File: src/hdl/swkr_pkg.sv
// ----------------------------------------------------------------------------
// swkr_pkg: shared types and constants for the keyed-removal stack
// Sizes, command and status codes, sequencer states and word structs.
// ----------------------------------------------------------------------------
package swkr_pkg;

    localparam int DEPTH   = 8;
    localparam int KEY_W   = 56;
    localparam int ADDR_W  = (DEPTH > 1) ? $clog2(DEPTH) : 1;
    localparam int CNT_W   = $clog2(DEPTH + 1);
    localparam int MOVES_W = 6;
    localparam int OCC_W   = 7;

    localparam logic [1:0] CMD_PUSH   = 2'd0;
    localparam logic [1:0] CMD_POP    = 2'd1;
    localparam logic [1:0] CMD_REMOVE = 2'd2;
    localparam logic [1:0] CMD_UNUSED = 2'd3;

    typedef enum logic [1:0] {
        ST_OK,
        ST_FULL,
        ST_EMPTY,
        ST_NOTFOUND
    } status_t;

    typedef enum logic [1:0] {
        SEQ_IDLE,
        SEQ_POP,
        SEQ_SEARCH,
        SEQ_SHIFT
    } seq_state_t;

    typedef struct packed {
        logic [1:0]       cmd;
        logic [KEY_W-1:0] plate_key;
    } swkr_cmd_t;

    typedef struct packed {
        status_t            status;
        logic [KEY_W-1:0]   popped_key;
        logic [MOVES_W-1:0] moves;
        logic [OCC_W-1:0]   occupancy;
    } swkr_res_t;

endpackage

File: src/hdl/swkr_ram.sv
// ----------------------------------------------------------------------------
// swkr_ram: generic single-write, single-read RAM
// One write port, one read port with registered read data.
// ----------------------------------------------------------------------------
module swkr_ram #(
    parameter int WIDTH = 56,
    parameter int DEPTH = 8,
    localparam int ADDR_W = (DEPTH > 1) ? $clog2(DEPTH) : 1
) (
    input  logic              clk,
    input  logic              we,
    input  logic [ADDR_W-1:0] waddr,
    input  logic [WIDTH-1:0]  wdata,
    input  logic [ADDR_W-1:0] raddr,
    output logic [WIDTH-1:0]  rdata
);

    logic [WIDTH-1:0] mem [DEPTH];

    always_ff @(posedge clk)
    begin
        if (we)
        begin
            mem[waddr] <= wdata;
        end
        rdata <= mem[raddr];
    end

endmodule

File: src/hdl/stack_with_keyed_removal_core.sv
// ----------------------------------------------------------------------------
// stack_with_keyed_removal_core: bounded stack of 56-bit keys
// Push, pop and remove-by-key over one RAM, driven by a small sequencer.
// ----------------------------------------------------------------------------
// Push, the unused code and a pop or remove on an empty stack give their word
// in the cycle after start; a pop otherwise passes through SEQ_POP first.
// Remove searches top-down in SEQ_SEARCH, then moves the entries above the
// match down in SEQ_SHIFT; one RAM read port is shared by search and shift.
// busy stays high until the result strobe; one command at a time.
// Reset: occupancy zero; entries undefined until written, no clearing pass.
module stack_with_keyed_removal_core (
    input  logic               clk,
    input  logic               rst_n,
    input  logic               start,
    input  swkr_pkg::swkr_cmd_t command,
    output logic               busy,
    output logic               done,
    output swkr_pkg::swkr_res_t result
);
    import swkr_pkg::*;

    localparam logic [CNT_W-1:0]  CNT_FULL = CNT_W'(DEPTH);
    localparam logic [CNT_W-1:0]  CNT_ONE  = CNT_W'(1);
    localparam logic [ADDR_W-1:0] ADDR_ONE = ADDR_W'(1);

    seq_state_t         state_reg, state_next;
    logic [CNT_W-1:0]   count_reg, count_next;
    logic [ADDR_W-1:0]  idx_reg, idx_next;
    logic [KEY_W-1:0]   key_reg, key_next;
    logic [MOVES_W-1:0] moves_reg, moves_next;
    swkr_res_t          res_reg, res_next;
    logic               done_reg, done_next;

    logic               ram_we;
    logic [ADDR_W-1:0]  ram_waddr;
    logic [KEY_W-1:0]   ram_wdata;
    logic [ADDR_W-1:0]  ram_raddr;
    logic [KEY_W-1:0]   ram_rdata;

    logic [ADDR_W-1:0]  top_idx;
    logic [CNT_W-1:0]   count_dec;

    function automatic swkr_res_t make_res(input status_t st, input logic [KEY_W-1:0] k,
                                           input logic [MOVES_W-1:0] mv,
                                           input logic [CNT_W-1:0] cnt);
        swkr_res_t r;
        r.status     = st;
        r.popped_key = k;
        r.moves      = mv;
        r.occupancy  = OCC_W'(cnt);
        return r;
    endfunction

    swkr_ram #(
        .WIDTH (KEY_W),
        .DEPTH (DEPTH)
    ) u_ram (
        .clk   (clk),
        .we    (ram_we),
        .waddr (ram_waddr),
        .wdata (ram_wdata),
        .raddr (ram_raddr),
        .rdata (ram_rdata)
    );

    assign count_dec = count_reg - CNT_ONE;
    assign top_idx   = ADDR_W'(count_dec);

    always_ff @(posedge clk or negedge rst_n)
    begin
        if (!rst_n)
        begin
            state_reg <= SEQ_IDLE;
            count_reg <= '0;
            done_reg  <= 1'b0;
        end
        else
        begin
            state_reg <= state_next;
            count_reg <= count_next;
            done_reg  <= done_next;
        end
    end

    always_ff @(posedge clk)
    begin
        idx_reg   <= idx_next;
        key_reg   <= key_next;
        moves_reg <= moves_next;
        res_reg   <= res_next;
    end

    always_comb
    begin
        state_next = state_reg;
        count_next = count_reg;
        idx_next   = idx_reg;
        key_next   = key_reg;
        moves_next = moves_reg;
        res_next   = res_reg;
        done_next  = 1'b0;
        ram_we     = 1'b0;
        ram_waddr  = ADDR_W'(count_reg);
        ram_wdata  = command.plate_key;
        ram_raddr  = top_idx;

        case (state_reg)
            SEQ_IDLE:
            begin
                if (start)
                begin
                    key_next = command.plate_key;
                    case (command.cmd)
                        CMD_PUSH:
                        begin
                            done_next = 1'b1;
                            if (count_reg == CNT_FULL)
                            begin
                                res_next = make_res(ST_FULL, '0, '0, count_reg);
                            end
                            else
                            begin
                                ram_we     = 1'b1;
                                count_next = count_reg + CNT_ONE;
                                res_next   = make_res(ST_OK, '0, '0, count_reg + CNT_ONE);
                            end
                        end
                        CMD_POP:
                        begin
                            if (count_reg == '0)
                            begin
                                done_next = 1'b1;
                                res_next  = make_res(ST_EMPTY, '0, '0, count_reg);
                            end
                            else
                            begin
                                state_next = SEQ_POP;
                            end
                        end
                        CMD_REMOVE:
                        begin
                            if (count_reg == '0)
                            begin
                                done_next = 1'b1;
                                res_next  = make_res(ST_NOTFOUND, '0, '0, count_reg);
                            end
                            else
                            begin
                                idx_next   = top_idx;
                                state_next = SEQ_SEARCH;
                            end
                        end
                        default:
                        begin
                            done_next = 1'b1;
                            res_next  = make_res(ST_OK, '0, '0, count_reg);
                        end
                    endcase
                end
            end
            SEQ_POP:
            begin
                count_next = count_dec;
                done_next  = 1'b1;
                res_next   = make_res(ST_OK, ram_rdata, '0, count_dec);
                state_next = SEQ_IDLE;
            end
            SEQ_SEARCH:
            begin
                if (ram_rdata == key_reg)
                begin
                    moves_next = MOVES_W'(top_idx - idx_reg);
                    if (idx_reg == top_idx)
                    begin
                        count_next = count_dec;
                        done_next  = 1'b1;
                        res_next   = make_res(ST_OK, '0, '0, count_dec);
                        state_next = SEQ_IDLE;
                    end
                    else
                    begin
                        idx_next   = idx_reg + ADDR_ONE;
                        ram_raddr  = idx_reg + ADDR_ONE;
                        state_next = SEQ_SHIFT;
                    end
                end
                else if (idx_reg == '0)
                begin
                    done_next  = 1'b1;
                    res_next   = make_res(ST_NOTFOUND, '0, '0, count_reg);
                    state_next = SEQ_IDLE;
                end
                else
                begin
                    idx_next  = idx_reg - ADDR_ONE;
                    ram_raddr = idx_reg - ADDR_ONE;
                end
            end
            SEQ_SHIFT:
            begin
                // move entry idx down by one slot
                ram_we    = 1'b1;
                ram_waddr = idx_reg - ADDR_ONE;
                ram_wdata = ram_rdata;
                if (idx_reg == top_idx)
                begin
                    count_next = count_dec;
                    done_next  = 1'b1;
                    res_next   = make_res(ST_OK, '0, moves_reg, count_dec);
                    state_next = SEQ_IDLE;
                end
                else
                begin
                    idx_next  = idx_reg + ADDR_ONE;
                    ram_raddr = idx_reg + ADDR_ONE;
                end
            end
            default:
            begin
                state_next = SEQ_IDLE;
            end
        endcase
    end

    assign busy   = (state_reg != SEQ_IDLE);
    assign done   = done_reg;
    assign result = res_reg;

`ifndef SYNTHESIS
    a_count_bound: assert property (@(posedge clk) disable iff (!rst_n)
        count_reg <= CNT_FULL)
        else $error("occupancy above depth");

    a_we_source: assert property (@(posedge clk) disable iff (!rst_n)
        ram_we |-> (state_reg == SEQ_SHIFT) || (start && !busy))
        else $error("RAM write outside push or shift");

    a_push_inc: assert property (@(posedge clk) disable iff (!rst_n)
        (start && !busy && command.cmd == CMD_PUSH && count_reg != CNT_FULL)
        |=> (count_reg == $past(count_reg) + CNT_ONE) && done)
        else $error("push did not grow the stack");

    a_pop_empty: assert property (@(posedge clk) disable iff (!rst_n)
        (start && !busy && command.cmd == CMD_POP && count_reg == '0)
        |=> done && (result.status == ST_EMPTY) && (result.popped_key == '0))
        else $error("pop on empty stack misreported");

    a_shift_idx: assert property (@(posedge clk) disable iff (!rst_n)
        (state_reg == SEQ_SHIFT) |-> (idx_reg != '0) && (count_reg != '0))
        else $error("shift index out of range");
`endif

endmodule
File: config.mk
export PLATFORM = sky130hd
export DESIGN_NAME = stack_with_keyed_removal_core
export DESIGN_NICKNAME = d
export VERILOG_FILES = /design/src/hdl/swkr_pkg.sv /design/src/hdl/swkr_ram.sv /design/src/hdl/stack_with_keyed_removal_core.sv
export SDC_FILE = /design/constraint.sdc
export NUM_CORES = 1
export LEC_CHECK = 0
export BUFFER_PORTS_ARGS = -buffer_cell sky130_fd_sc_hd__buf_2
export CAP_MARGIN = 30
export CORE_ASPECT_RATIO = 1.25
export CORE_MARGIN = 5
export CORE_UTILIZATION = 65
export DETAILED_ROUTE_END_ITERATION = 8
export PLACE_DENSITY = 0.83
export SLEW_MARGIN = 20
export SYNTH_ARGS = -nofsm -noshare
export SYNTH_HDL_FRONTEND = slang
export SYNTH_SLANG_ARGS = --single-unit
File: constraint.sdc
create_clock -name clk -period 11.9 [get_ports clk]
set_input_delay 2.38 -clock clk [delete_from_list [all_inputs] [get_ports clk]]
set_output_delay 2.38 -clock clk [all_outputs]
set_load 0.01 [all_outputs]
==> Word-level counts from Yosys, hierarchy flattened <==
Memory sizes are Yosys's and may differ from the RTL's. A register that Yosys moved wholly into a read port is not among the register bits.
Cells that the tools add are included.
{ "totals": {"ff_bits": 143, "mem_bits_rw": 448, "memories": 1, "elab_cells": 103} }
{ "op_classes": {"reduce_logical": 13, "mux": 51, "eq_ne": 23, "addsub": 5} }
{ "memory_table": {"columns": ["memory", "words", "width", "rd", "rd_clocked_by_memory_dff", "write_ports", "line_no", "text"], "rows": [
  ["u_ram.mem", 8, 56, 1, 1, 1, "swkr_ram.sv:18", "logic [WIDTH-1:0] mem [DEPTH];"]
]} }
{ "ops": {"columns": ["operator", "n"], "rows": [
  ["71-bit two-way mux", 7],
  ["71-bit one-hot mux with 4 select lines", 1],
  ["71-bit one-hot mux with 3 select lines", 1],
  ["70-bit two-way mux", 1],
  ["56-bit == test", 1],
  ["56-bit two-way mux", 1],
  ["3-bit two-way mux", 10],
  ["3-bit != test, second input constant", 7],
  ["4-bit two-way mux", 5],
  ["4-bit one-hot mux with 4 select lines", 1],
  ["2-bit two-way mux", 7],
  ["6-bit AND reduction", 2],
  ["1-bit two-way mux", 11],
  ["2-bit != test, second input constant", 5],
  ["3-bit one-hot mux with 3 select lines", 1],
  ["2-bit one-hot mux with 4 select lines", 1],
  ["2-bit == test, second input constant", 3],
  ["3-bit one-hot mux with 2 select lines", 1],
  ["5-bit AND reduction", 1],
  ["4-bit by 1-bit adder with 4-bit output, second input constant", 1],
  ["2-bit by 1-bit == test with 1-bit output, second input constant", 2],
  ["4-bit == test, second input constant", 1],
  ["2-bit zero test", 2],
  ["4-bit zero test", 1],
  ["other kinds (16)", 18]
]} }

==> Longest topological paths before layout <==
{ "logic_depth": {"word_depth": 7, "ltp_mapped": 17} }

==> Modules after synthesis <==
From an unflattened synthesis, not the netlist that was laid out.
{ "unflattened": {"hier_cells": 1256, "area_unflattened_um2": 25010.2} }
{ "by_module_without_submodules": {"columns": ["mod", "cells_per_inst", "n_inst", "area_per_inst_um2"], "rows": [
  ["swkr_ram", 716, 1, 17974.7],
  ["stack_with_keyed_removal_core", 540, 1, 7035.5]
]} }

==> Least setup slack after synthesis <==
OpenSTA, ideal clock, no wires.
{ "synth_path": {"path_type": "input to register", "startpoint": "in start", "endpoint": "mem u_ram.mem[6][0], enable pin", "t_arrival_ps": 8169, "t_required_ps": 11361, "slack_ps": 3192, "n_path_buf": 0, "stages": 4, "cell_sequence": "and2_1 a32oi_1 or2_2 nor3_1"} }
{ "synth_between": {"elab_chain_cells": 4} }
{ "synth_rtl": {"columns": ["item", "line_no", "text"], "rows": [
  ["start: declaration", "stack_with_keyed_removal_core.sv:14", "input logic start,"],
  ["1-bit two-way mux", "stack_with_keyed_removal_core.sv:110", "if (start)"],
  ["1-bit one-hot mux with 2 select lines", "stack_with_keyed_removal_core.sv:107", "case (state_reg)"],
  ["1-bit two-way mux", "swkr_ram.sv:22", "if (we)"],
  ["1-bit two-way mux (not written as such)", "swkr_ram.sv:24", "mem[waddr] <= wdata;"],
  ["end: declaration", "swkr_ram.sv:18", null]
]} }
Every way passes these cells.

==> Worst setup path after layout <==
{ "layout_path": {"startpoint": "reg count_reg[0]", "endpoint": "reg u_ram.rdata[16] (read register of u_ram.mem)"} }
{ "layout_between": {"elab_chain_cells": 5, "elab_cells_between_ends": 6} }
{ "layout_rtl": {"columns": ["item", "line_no", "text"], "rows": [
  ["start: declaration", "stack_with_keyed_removal_core.sv:27", "logic [CNT_W-1:0] count_reg, count_next;"],
  ["start signal: assignment", "stack_with_keyed_removal_core.sv:80", "count_reg <= count_next;"],
  ["4-bit by 1-bit subtractor with 4-bit output *", "stack_with_keyed_removal_core.sv:66", "assign count_dec = count_reg - CNT_ONE;"],
  ["3-bit == test", "stack_with_keyed_removal_core.sv:173, stack_with_keyed_removal_core.sv:205", null],
  ["3-bit two-way mux", "stack_with_keyed_removal_core.sv:173, stack_with_keyed_removal_core.sv:205", null],
  ["3-bit two-way mux", "stack_with_keyed_removal_core.sv:170", "if (ram_rdata == key_reg)"],
  ["3-bit one-hot mux with 2 select lines *", "stack_with_keyed_removal_core.sv:107", null],
  ["end: declaration", "swkr_ram.sv:15", "output logic [WIDTH-1:0] rdata"]
]} }
Every way passes the cells marked *; elsewhere a longest branch is shown, timed or not.
A chain may end at the register's enable or synchronous reset.

==> impl_results.md <==
* Outcome: finished with violations
* Failing checks: slew limit
* Die Height at 259.4 um
* Share of the synthesized area in the top cell type at 0.5356
* Die area at 54,360 um^2
* Largest register FFs at 448
* DR vias at between 20,000 and 25,000
* Largest delay share family, worst path: buffers and inverters
* Clock-pin transition on the worst setup and hold timing paths at around 0.060 ns
* Critical path type: reg -> reg
* CTS buffer count at 60
* CP endpoint kind: flop
* First-pass GRT wire length at 128,900 um
* R2r startpoint: count_reg[0]
* Core area at about 49,000 um^2
* WP data required at 12.38 ns
* GRT Overall Usage at 0.3020
* CTS root buf: clkbuf_16
* Power per Cell Area at 291.1 nW/um^2
* DP Wirelength at approximately 47,000 um
* Die width at 209.5 um
* Ys Warns at 0
* Slew headroom at -0.02419
* Max stage delay on crit path at a little under 0.7 ns
* Hold Vio Cnt, Final at 0
* Hold path start: moves_reg[1]
* Leakage power at 0.01424 uW
* Grt total ovfl at 0
* Highest ir drop seen on vdd at 0.0005041 V
* Drc violations at 0
* # rows at ~90
* CP Launch Type: flop
* Largest cells by area after synthesis: edfxtp_1 54%, mux2i_1 12%, nand2_1 8.1%, nor2_1 5.5%, o211ai_1 5.3%
* Seq/Total Area, Yosys at 0.5756
* Yosys reg bits at 640
* Crit path buf inv count at 3
* Port bufs at 130
* Worst-Skew Late Latency at 0.65 ns
* Post-CTS Setup Inserts at 0
* CTS tree: built
* Area after DPL at 33,330 um^2
* Reg area at between 15,000 and 20,000 um^2
* Post-Layout Inst Area at 35,420 um^2
* NumNets Final at 3,069
* Syn Area/Cell at 10.86 um^2
* Post-synthesis cell count at 2,979
* Post-CTS resize count at 0
* Worst path arrival time at 5.68 ns
* Most frequent cells after synthesis: 696 x nand2_1, 577 x edfxtp_1, 474 x nor2_1
* Post-synth EDFFs at 577
* Vias in the first global route at 23,627
* # H-tree levels at 2
* Multi-input logic area at 12,710 um^2
* Final period utilization at 0.4374
* Antenna cells at 0
* Fin. max-slew vios at 60
* Hold crit path type: reg -> reg
* Top_reg_cell synth: edfxtp_1
* Iteration-0 DRC Markers at 2,921
* Clk_skew at 0.02397 ns
* Fillers at 3,184
* Synth area leader: edfxtp_1
* Setup_tns at 0 ns
* Worst-Margin Slew at 1.536 ns
* Antenna-violating nets left at 0
* Area grow syn2layout at 9.495%
* DRT Pass-1 Iters at 7
* # Max-Cap Violations at 0
* Initial antenna violation count at 2
* Final setup fails at 0
* Initial Util at 0.6562
* RSZ-0062 raised after global routing: no
* Peak Freq at 0.1921 GHz
* Wire length per cell at approximately 23 um
* Routed Wire Length at around 85,000 um
* Setup crit start: count_reg[0]
* Final RePlAce weighted congestion at approximately 0.83
* Minimum clock period at 5.205 ns
* Worst path cell trace: inv_1 > ha_1 > xnor2_1 > inv_1 > ha_1 > nand3_1 > o21ai_0 > nand2_1 > mux2i_4 > buf_12 > o211ai_1 > mux2i_1 > mux2i_1
* Largest fanout on the critical path at 224
* Most frequent cell after synthesis: nand2_1
* Synthesized area at 32,350 um^2
* Slowest CP cell: o21ai_0
* Async SR Flop Fraction at 0.01094
* Share of cells above drive strength 1 at 0.1118
* Clock Sinks at 640
* IO Pins at 134
* Via density at 6.440
* Biggest register: u_ram.mem
* CTS Buffer Depth at 3
* Hold-fix buffers at CTS at 0
* Largest net degree at the start of global routing at 225
* Netlist cell types at 52
## cell families (layout without fill, tap and decap cells)
logic type | Yosys count | in the layout | share of synthesized area
xor gates and xnor gates | 66 | 66 | 0.01787
buffers and inverters | 238 | 299 | 0.03585
other | 1 | 3 | 0.0001159
DFF | 640 | 640 | 0.5757
muxes | 456 | 456 | 0.1437
and+or+nand+nor | 1279 | 1279 | 0.1565
adders and majority gates | 17 | 17 | 0.006807
AOI/OAI and AO/OA | 282 | 282 | 0.06354
## routing by layer
layer / part of all wire / GRT usage / up-vias
met2: 0.50 / 0.5198 / 1493
met5: 0 / 0 / -
li1: - / - / 10494
met3: 0.092 / 0.03928 / 281
met4: 0.048 / 0.1510 / 0
met1: 0.36 / 0.3776 / 11515
## through the flow
stage / std cells / worst slack [ns] / util / hold slack (ns) / power [uW]
6_report: 3693 / 6.695 / 0.7185 / 0.5261 / 10310
5_1_grt: 3693 / 6.451 / 0.7185 / 0.5474 / 10810
4_1_cts: 3689 / 6.888 / 0.7164 / 0.5251 / 10210
3_5_place_dp: 3576 / 6.233 / 0.6761 / 0.5080 / 8260
3_3_place_gp: 3568 / 6.368 / 0.6721 / 0.5072 / 7985
2_1_floorplan: 2981 / 3.192 / - / 0.4967 / 6986
## worst register-to-register path, cell delays in order, from the launching register on
cell and delay [ns]:
dfrtp_1 0.62, inv_1 0.16, ha_1 0.29, xnor2_1 0.36, inv_1 0.17, ha_1 0.39
nand3_1 0.30, o21ai_0 0.68, nand2_1 0.19, mux2i_4 0.21, buf_12 0.64, o211ai_1 0.64
mux2i_1 0.28, mux2i_1 0.12
## layout by cell type (no fill, tap or decap), types with 7 or more instances in the layout
cell type   Yosys  final
nand2_1       696    696
edfxtp_1      577    577
nor2_1        474    468
mux2i_1       398    398
o211ai_1      228    228
buf_2          57    130
and2_1         62     61
xnor2_1        61     61
clkbuf_16       0     60
mux2_2         57     57
dfxtp_1        56     56
buf_4          10     23
inv_1          15     15
nand4_1        15     15
o21ai_0        15     15
a21oi_1        14     14
ha_1           16     13
clkbuf_1      123     13
clkinv_2        0     10
buf_12          9      9
clkinv_1        1      8
buf_16          0      8
nand2b_1        7      7
clkbuf_8        0      7
clkinvlp_4      0      7
dfrtp_1         7      7
## power breakdown
part / switching (uW) / internal (uW) / leakage, uW
logic: 3420 / 1760 / 0.00742
clock network: 840 / 1100 / 0.000957
registers: 214 / 2980 / 0.00586
total: 4480 / 5830 / 0.0142
## layout make-up
class | count | area share
clock buffers | 80 | 0.04648
clock inverters | 33 | 0.009678
inverters | 16 | 0.001695
multi-input cells | 2103 | 0.3589
flip-flops and latches | 640 | 0.5257
well taps | 651 | 0.02299
repair buffers | 170 | 0.03454
## path summary, 6_finish.rpt
check                                  endpoint  slack, ns  cells after the start
worst max-delay path            u_ram.rdata[16]       6.69                     13
worst min-delay path                  result[8]       0.53                      1
worst max register to register  u_ram.rdata[16]       6.69                     13
worst min register to register        result[8]       0.53                      1
max in group asynchronous          count_reg[0]      10.15                      1
min in group asynchronous          count_reg[2]       1.58                      1
Power figures use the tool's default switching activity.
